`config.mk`:
```
export PLATFORM = sky130hd
export DESIGN_NAME = nbg_ctrl
export DESIGN_NICKNAME = d
export VERILOG_FILES = /design/src/hdl/nbg_pkg.sv /design/src/hdl/nbg_ctrl.sv
export SDC_FILE = /design/constraint.sdc
export NUM_CORES = 1
export LEC_CHECK = 0
export ABC_AREA = 1
export BUFFER_PORTS_ARGS = -buffer_cell sky130_fd_sc_hd__clkbuf_2
export CORE_MARGIN = 3
export CORE_UTILIZATION = 63
export CTS_CLUSTER_SIZE = 10
export DETAILED_ROUTE_END_ITERATION = 16
export HOLD_SLACK_MARGIN = 0.05
export PLACE_DENSITY_LB_ADDON = 0.12
export REMOVE_ABC_BUFFERS = 1
export SYNTH_ARGS = -nofsm -noshare
export SYNTH_HDL_FRONTEND = slang
export SYNTH_SLANG_ARGS = --single-unit
```
`constraint.sdc`:
```
create_clock -name clock -period 4.52 [get_ports clock]
set_input_delay 0.904 -clock clock [delete_from_list [all_inputs] [get_ports clock]]
set_output_delay 0.904 -clock clock [all_outputs]
set_load 0.01 [all_outputs]
```
`src/hdl/nbg_pkg.sv`:
```
// Shared types, codes and defaults for the n-body gravity substep block.
// No dependencies; nbg_datapath, nbg_ctrl and nbody_gravity_substep import this package.
package nbg_pkg;

   localparam int DEFAULT_MAX_BODIES    = 32;
   localparam int DEFAULT_FRACTION_BITS = 16;

   // request kinds carried on req_tuser
   localparam logic CMD_LOAD    = 1'b0;
   localparam logic CMD_ADVANCE = 1'b1;

   // register indexes on the csr port
   localparam logic [1:0] CSR_GRAVITY    = 2'd0;
   localparam logic [1:0] CSR_SUBSTEPS   = 2'd1;
   localparam logic [1:0] CSR_BODY_COUNT = 2'd2;

   localparam logic [31:0] GRAVITY_RESET    = 32'h0001_0000;
   localparam logic [4:0]  SUBSTEPS_RESET   = 5'd1;
   localparam logic [5:0]  BODY_COUNT_RESET = 6'd1;
   localparam logic [4:0]  SUBSTEPS_MAX     = 5'd16;

   // datapath operations issued by the controller
   localparam logic [4:0] OP_NONE       = 5'd0;
   localparam logic [4:0] OP_LOAD       = 5'd1;
   localparam logic [4:0] OP_DT_START   = 5'd2;
   localparam logic [4:0] OP_DT_TAKE    = 5'd3;
   localparam logic [4:0] OP_LATCH_I    = 5'd4;
   localparam logic [4:0] OP_LATCH_J    = 5'd5;
   localparam logic [4:0] OP_SQ         = 5'd6;
   localparam logic [4:0] OP_GM         = 5'd7;
   localparam logic [4:0] OP_ROOT_START = 5'd8;
   localparam logic [4:0] OP_A_START    = 5'd9;
   localparam logic [4:0] OP_A_TAKE     = 5'd10;
   localparam logic [4:0] OP_U_START    = 5'd11;
   localparam logic [4:0] OP_U_TAKE     = 5'd12;
   localparam logic [4:0] OP_AC         = 5'd13;
   localparam logic [4:0] OP_DV         = 5'd14;
   localparam logic [4:0] OP_WB_VEL     = 5'd15;
   localparam logic [4:0] OP_VDT        = 5'd16;
   localparam logic [4:0] OP_MOVE       = 5'd17;
   localparam logic [4:0] OP_WB_POS     = 5'd18;

   typedef struct packed {
      logic [4:0] op;
      logic [1:0] axis;
   } nbg_cmd_type;

   typedef struct packed {
      logic div_done;
      logic root_done;
      logic ft_small;
      logic coincident;
   } nbg_status_type;

endpackage

```
`src/hdl/nbg_ctrl.sv`:
```
// Controller: sequences loads, substeps, pair interactions, moves and results.
// Depends on nbg_pkg; drives nbg_datapath through nbg_cmd_type.
module nbg_ctrl
   import nbg_pkg::*;
#(
   parameter int MAX_BODIES = DEFAULT_MAX_BODIES,
   parameter int IW         = (MAX_BODIES > 1) ? $clog2(MAX_BODIES) : 1,
   parameter int NMAX       = (MAX_BODIES < 32) ? MAX_BODIES : 32,
   parameter int CW         = $clog2(NMAX + 1)
) (
   input  logic           clock,
   input  logic           reset,
   input  logic           req_tvalid,
   output logic           req_tready,
   input  logic           req_tuser,
   output logic           rsp_tvalid,
   input  logic           rsp_tready,
   output logic           rsp_tlast,
   input  logic [CW-1:0]  n_eff,
   input  logic [4:0]     s_eff,
   input  nbg_status_type status,
   output nbg_cmd_type    cmd,
   output logic [IW-1:0]  addr
);

   localparam logic [4:0] ST_IDLE      = 5'd0;
   localparam logic [4:0] ST_DT_WAIT   = 5'd1;
   localparam logic [4:0] ST_RD_I      = 5'd2;
   localparam logic [4:0] ST_LD_I      = 5'd3;
   localparam logic [4:0] ST_PAIR      = 5'd4;
   localparam logic [4:0] ST_LD_J      = 5'd5;
   localparam logic [4:0] ST_SQ        = 5'd6;
   localparam logic [4:0] ST_GM        = 5'd7;
   localparam logic [4:0] ST_ROOT_GO   = 5'd8;
   localparam logic [4:0] ST_ROOT_WAIT = 5'd9;
   localparam logic [4:0] ST_A_GO      = 5'd10;
   localparam logic [4:0] ST_A_WAIT    = 5'd11;
   localparam logic [4:0] ST_A_TAKE    = 5'd12;
   localparam logic [4:0] ST_U_GO      = 5'd13;
   localparam logic [4:0] ST_U_WAIT    = 5'd14;
   localparam logic [4:0] ST_U_TAKE    = 5'd15;
   localparam logic [4:0] ST_AC        = 5'd16;
   localparam logic [4:0] ST_DV        = 5'd17;
   localparam logic [4:0] ST_WB_I      = 5'd18;
   localparam logic [4:0] ST_M_RD      = 5'd19;
   localparam logic [4:0] ST_M_LD      = 5'd20;
   localparam logic [4:0] ST_VDT       = 5'd21;
   localparam logic [4:0] ST_MOVE      = 5'd22;
   localparam logic [4:0] ST_WB_P      = 5'd23;
   localparam logic [4:0] ST_O_RD      = 5'd24;
   localparam logic [4:0] ST_O_LD      = 5'd25;
   localparam logic [4:0] ST_O_SEND    = 5'd26;

   logic [4:0]    state_ff, state_in;
   logic [CW-1:0] i_ff, i_in, j_ff, j_in;
   logic [4:0]    sub_ff, sub_in;
   logic [1:0]    axis_ff, axis_in;
   logic          i_last;

   assign i_last = ((i_ff + CW'(1)) == n_eff);
   assign addr   = (state_ff == ST_PAIR) ? IW'(j_ff) : IW'(i_ff);

   always_comb begin
      state_in   = state_ff;
      i_in       = i_ff;
      j_in       = j_ff;
      sub_in     = sub_ff;
      axis_in    = axis_ff;
      cmd.op     = OP_NONE;
      cmd.axis   = axis_ff;
      req_tready = 1'b0;
      rsp_tvalid = 1'b0;
      rsp_tlast  = 1'b0;
      case (state_ff)
         ST_IDLE: begin
            req_tready = 1'b1;
            if (req_tvalid) begin
               if (req_tuser == CMD_LOAD) begin
                  cmd.op = OP_LOAD;
               end else if (!status.ft_small && n_eff != '0) begin
                  cmd.op   = OP_DT_START;
                  sub_in   = '0;
                  state_in = ST_DT_WAIT;
               end
            end
         end
         ST_DT_WAIT: begin
            if (status.div_done) begin
               cmd.op   = OP_DT_TAKE;
               i_in     = '0;
               state_in = ST_RD_I;
            end
         end
         ST_RD_I: state_in = ST_LD_I;
         ST_LD_I: begin
            cmd.op   = OP_LATCH_I;
            j_in     = '0;
            state_in = ST_PAIR;
         end
         ST_PAIR: begin
            if (j_ff == n_eff) begin
               state_in = ST_WB_I;
            end else if (j_ff == i_ff) begin
               j_in = j_ff + CW'(1);
            end else begin
               state_in = ST_LD_J;
            end
         end
         ST_LD_J: begin
            cmd.op = OP_LATCH_J;
            if (status.coincident) begin
               j_in     = j_ff + CW'(1);
               state_in = ST_PAIR;
            end else begin
               axis_in  = 2'd0;
               state_in = ST_SQ;
            end
         end
         ST_SQ: begin
            cmd.op = OP_SQ;
            if (axis_ff == 2'd2) begin
               state_in = ST_GM;
            end else begin
               axis_in = axis_ff + 2'd1;
            end
         end
         ST_GM: begin
            cmd.op   = OP_GM;
            state_in = ST_ROOT_GO;
         end
         ST_ROOT_GO: begin
            cmd.op   = OP_ROOT_START;
            state_in = ST_ROOT_WAIT;
         end
         ST_ROOT_WAIT: begin
            if (status.root_done) begin
               state_in = ST_A_GO;
            end
         end
         ST_A_GO: begin
            cmd.op   = OP_A_START;
            state_in = ST_A_WAIT;
         end
         ST_A_WAIT: begin
            if (status.div_done) begin
               state_in = ST_A_TAKE;
            end
         end
         ST_A_TAKE: begin
            cmd.op   = OP_A_TAKE;
            axis_in  = 2'd0;
            state_in = ST_U_GO;
         end
         ST_U_GO: begin
            cmd.op   = OP_U_START;
            state_in = ST_U_WAIT;
         end
         ST_U_WAIT: begin
            if (status.div_done) begin
               state_in = ST_U_TAKE;
            end
         end
         ST_U_TAKE: begin
            cmd.op   = OP_U_TAKE;
            state_in = ST_AC;
         end
         ST_AC: begin
            cmd.op   = OP_AC;
            state_in = ST_DV;
         end
         ST_DV: begin
            cmd.op = OP_DV;
            if (axis_ff == 2'd2) begin
               j_in     = j_ff + CW'(1);
               state_in = ST_PAIR;
            end else begin
               axis_in  = axis_ff + 2'd1;
               state_in = ST_U_GO;
            end
         end
         ST_WB_I: begin
            cmd.op = OP_WB_VEL;
            if (i_last) begin
               i_in     = '0;
               state_in = ST_M_RD;
            end else begin
               i_in     = i_ff + CW'(1);
               state_in = ST_RD_I;
            end
         end
         ST_M_RD: state_in = ST_M_LD;
         ST_M_LD: begin
            cmd.op   = OP_LATCH_I;
            axis_in  = 2'd0;
            state_in = ST_VDT;
         end
         ST_VDT: begin
            cmd.op   = OP_VDT;
            state_in = ST_MOVE;
         end
         ST_MOVE: begin
            cmd.op = OP_MOVE;
            if (axis_ff == 2'd2) begin
               state_in = ST_WB_P;
            end else begin
               axis_in  = axis_ff + 2'd1;
               state_in = ST_VDT;
            end
         end
         ST_WB_P: begin
            cmd.op = OP_WB_POS;
            if (!i_last) begin
               i_in     = i_ff + CW'(1);
               state_in = ST_M_RD;
            end else if ((sub_ff + 5'd1) == s_eff) begin
               i_in     = '0;
               state_in = ST_O_RD;
            end else begin
               sub_in   = sub_ff + 5'd1;
               i_in     = '0;
               state_in = ST_RD_I;
            end
         end
         ST_O_RD: state_in = ST_O_LD;
         ST_O_LD: begin
            cmd.op   = OP_LATCH_I;
            state_in = ST_O_SEND;
         end
         ST_O_SEND: begin
            rsp_tvalid = 1'b1;
            rsp_tlast  = i_last;
            if (rsp_tready) begin
               if (i_last) begin
                  state_in = ST_IDLE;
               end else begin
                  i_in     = i_ff + CW'(1);
                  state_in = ST_O_RD;
               end
            end
         end
         default: state_in = ST_IDLE;
      endcase
   end

   always_ff @(posedge clock) begin
      if (reset) begin
         state_ff <= ST_IDLE;
         i_ff     <= '0;
         j_ff     <= '0;
         sub_ff   <= '0;
         axis_ff  <= '0;
      end else begin
         state_ff <= state_in;
         i_ff     <= i_in;
         j_ff     <= j_in;
         sub_ff   <= sub_in;
         axis_ff  <= axis_in;
      end
   end

endmodule

```
==> qor.tcl <==
set qor(status) {finished clean}
set qor(cellLeakagePower_nw) 1.42
set qor(postCtsResizedCells) 0
set qor(clkSlewWorstSetupHoldPaths_ps) 90
set qor(skew_ps) 1.15
set qor(final_hold_vios) 0
set qor(layout_worst_path_cycle_share_pct) 65.9
set qor(number_of_antenna_violations_at_the_first_check_in_global_routing) 0
set qor(grt_start_max_net_pins) 19
set qor(drt-initial-drc-count) 265
set qor(final_layout_size_suffix_gt1_share_pct) 17.8
set qor(fmax_ghz) 0.336
set qor(via_count) 2823
set qor(design.die.area_um2) 4700
set qor(cts_tree) {done}
set qor(synth_enable_flop_cells) 0
set qor(largest_buffer_count_on_any_clock_path) 2
set qor(first_global_vias) 2553
set qor(gr-usage-all-layers_pct) 30.8
set qor(drv_cap) 0
set qor(layout_min_cycle_time_ps) 2980
set qor(critPathRequiredTime_ps) 3620
set qor(wire_length_of_the_first_global_routing_pass_um) 11100
set qor(postCtsHoldBufs) 0
set qor(rsz0062_at_grt) {no}
set qor(remaining_drc_errors) 0
set qor(design.final.nets) 481
set qor(clock_tree.htree_level_count) 1
set qor(clockRootBuffer) {clkbuf_8}
set qor(route.antenna.remaining_nets) 0
set qor(antenna_cells) 0
set qor(initial_utilization_pct) 66.3
set qor(dpl.hpwl_um) 5280
set qor(timing.critical_path.to_type) {primary output}
set qor(numCtsBuffers) 3
set qor(avgSynthCellArea_um2) 5.81
set qor(wire_per_inst_um) 13.2
set qor(route.final.wire_length_um) 6660
set qor(die-height_um) 68.6
set qor(data_arrival_time_at_the_worst_slack_endpoint_ps) 2080
set qor(synth.most_common_cell) {nand2_1}
set qor(layout.filler_cells) 330
set qor(critical_path.slowest_cell) {dfxtp_1}
set qor(critPathLaunchType) {flop}
set qor(rows) 22
set qor(synth_top_cell_by_area) {dfxtp_1}
set qor(postSynth.asyncResetShare_pct) 0
set qor(worst_path_largest_cell_delay_ps) 610
set qor(post_layout_util_pct) 73.7
set qor(worst_hold_path_class) {reg2reg}
set qor(cell_count_after_synthesis) 424
set qor(vdd_ir_drop_max_mv) 0.190
set qor(areaGrowthSynthToFinish_pct) 11.1
set qor(port-buffer-count) 34
set qor(timing.setup.tns_ps) 0
set qor(clock-sinks) 24
set qor(synthTopCellsByArea) {dfxtp_1 19%, nand2_1 18%, nor2_1 8.8%, inv_1 8.2%, nand3_1 6.7%}
set qor(place_congestion) 1.01
set qor(crit_chain) {inv_2, nand2_1, inv_2, nand2_2, nand3_1, a31oi_1, nand4_1, a211o_1, clkbuf_2}
set qor(firstDrtPassIters) 7
set qor(netlist.area_leader.share_pct) 19.5
set qor(yosys_warnings) 0
set qor(crit_path_frequent_cell) {inv_2}
set qor(timing_worst_slew_pin_value_ps) 471
set qor(yosysSeqAreaShare_pct) 19.5
set qor(netlist_area_pre_place_um2) 2460
set qor(via_per_inst) 5.60
set qor(yosys_register_bits) 24
set qor(timing.setup.critical_path_class) {reg2out}
set qor(clkLatencyLatePin_ps) 280
set qor(tot_pwr_w) 0.000845
set qor(cpLargestDelayFamily) {flip-flops}
set qor(core_um2) 3720
set qor(worstPathBufferInverterCount) 3
set qor(crit_path_max_fanout) 12
set qor(timing.final.setup_violations) 0
set qor(flip_flop_cell_with_the_highest_count_after_synthesis) {dfxtp_1}
set qor(finalMaxSlewViolations) 0
set qor(power.density_nw_per_um2) 309
set qor(leading_post_synthesis_cells_by_instance_count) {119 x nand2_1, 58 x nor2_1, 54 x inv_1}
set qor(post_synth_num_cell_types) 39
set qor(max_slew_margin_pct) 68.3
set qor(postCtsSetupRepairBufs) 0
set qor(design.portCount) 35
set qor(remaining_global_route_overflow) 0
set qor(die-width_um) 68.6
## power breakdown
part | switching, W | total, W | internal [W] | leakage [nW]
sequential | 0.0000244 | 0.000252 | 0.000227 | 0.194
combinational | 0.000265 | 0.000395 | 0.000131 | 1.19
clock | 0.0000792 | 0.000198 | 0.000119 | 0.0357
total | 0.000368 | 0.000845 | 0.000477 | 1.42
## per-stage QoR
step | hold WS (ps) | instance area [µm²] | instances | setup WS, ps
6_report | 505 | 2740 | 504 | 1540
5_1_grt | 528 | 2740 | 504 | 1370
4_1_cts | 500 | 2740 | 504 | 1560
3_5_place_dp | 487 | 2670 | 500 | 1640
3_3_place_gp | 465 | 2670 | 500 | 1670
2_1_floorplan | 446 | 2440 | 418 | 1940
## state kept, by name, summed over array words and instances, names as in the netlist
signal    flops
state_ff      5
j_ff          6
i_ff          6
sub_ff        5
axis_ff       2
## cells by family after synthesis
logic type               synth area share (%)
AND/OR/NAND/NOR                          51.5
buffers and inverters                    11.2
AO/OA/AOI/OAI                            12.2
flip-flops                               19.5
XOR/XNOR                                 3.55
adder cells (fa/ha/maj)                  2.03
## tightest hold or removal path, stage by stage, from the launching register on
cell and delay [ps]:
dfxtp_1 340, nand2_1 70, a21oi_1 60
## per-layer routing
metal	track usage, %	vias to the layer above	part of all wire [%]
li1	-	1428	-
met1	36.6	1247	41
met2	54.5	125	49
met3	4.05	23	6.7
met4	13.9	0	3.0
met5	0	-	0
## layout make-up
class,instances,area (µm²),share of cell area (%)
clock inverters,1,30.0,1.10
multi-input cells,329,1710,62.4
well taps,48,60.1,2.19
flip-flops and latches,24,480,17.6
repair buffers,34,170,6.22
inverters,65,246,9.00
clock buffers,3,41.3,1.51
## path summary, 6_finish.rpt
check | startpoint | end | slack, ps | depth (start not counted)
max | state_ff[4] | cmd[2] | 1540 | 9
min | sub_ff[4] | sub_ff[4] | 510 | 2
min reg2reg | sub_ff[4] | sub_ff[4] | 510 | 2
max reg2reg | state_ff[4] | state_ff[3] | 2380 | 9
## placed cells by master, fill, tap and decap left out, drive strengths merged, types with 9 or more instances in the layout
master,Yosys,routed
a21oi,26,26
dfxtp,24,24
nor2,70,70
o21ai,18,18
clkbuf,3,37
xor2,9,9
nand4,13,13
inv,65,65
nand2,126,126
nand3,37,37
Power figures use the tool's default switching activity.
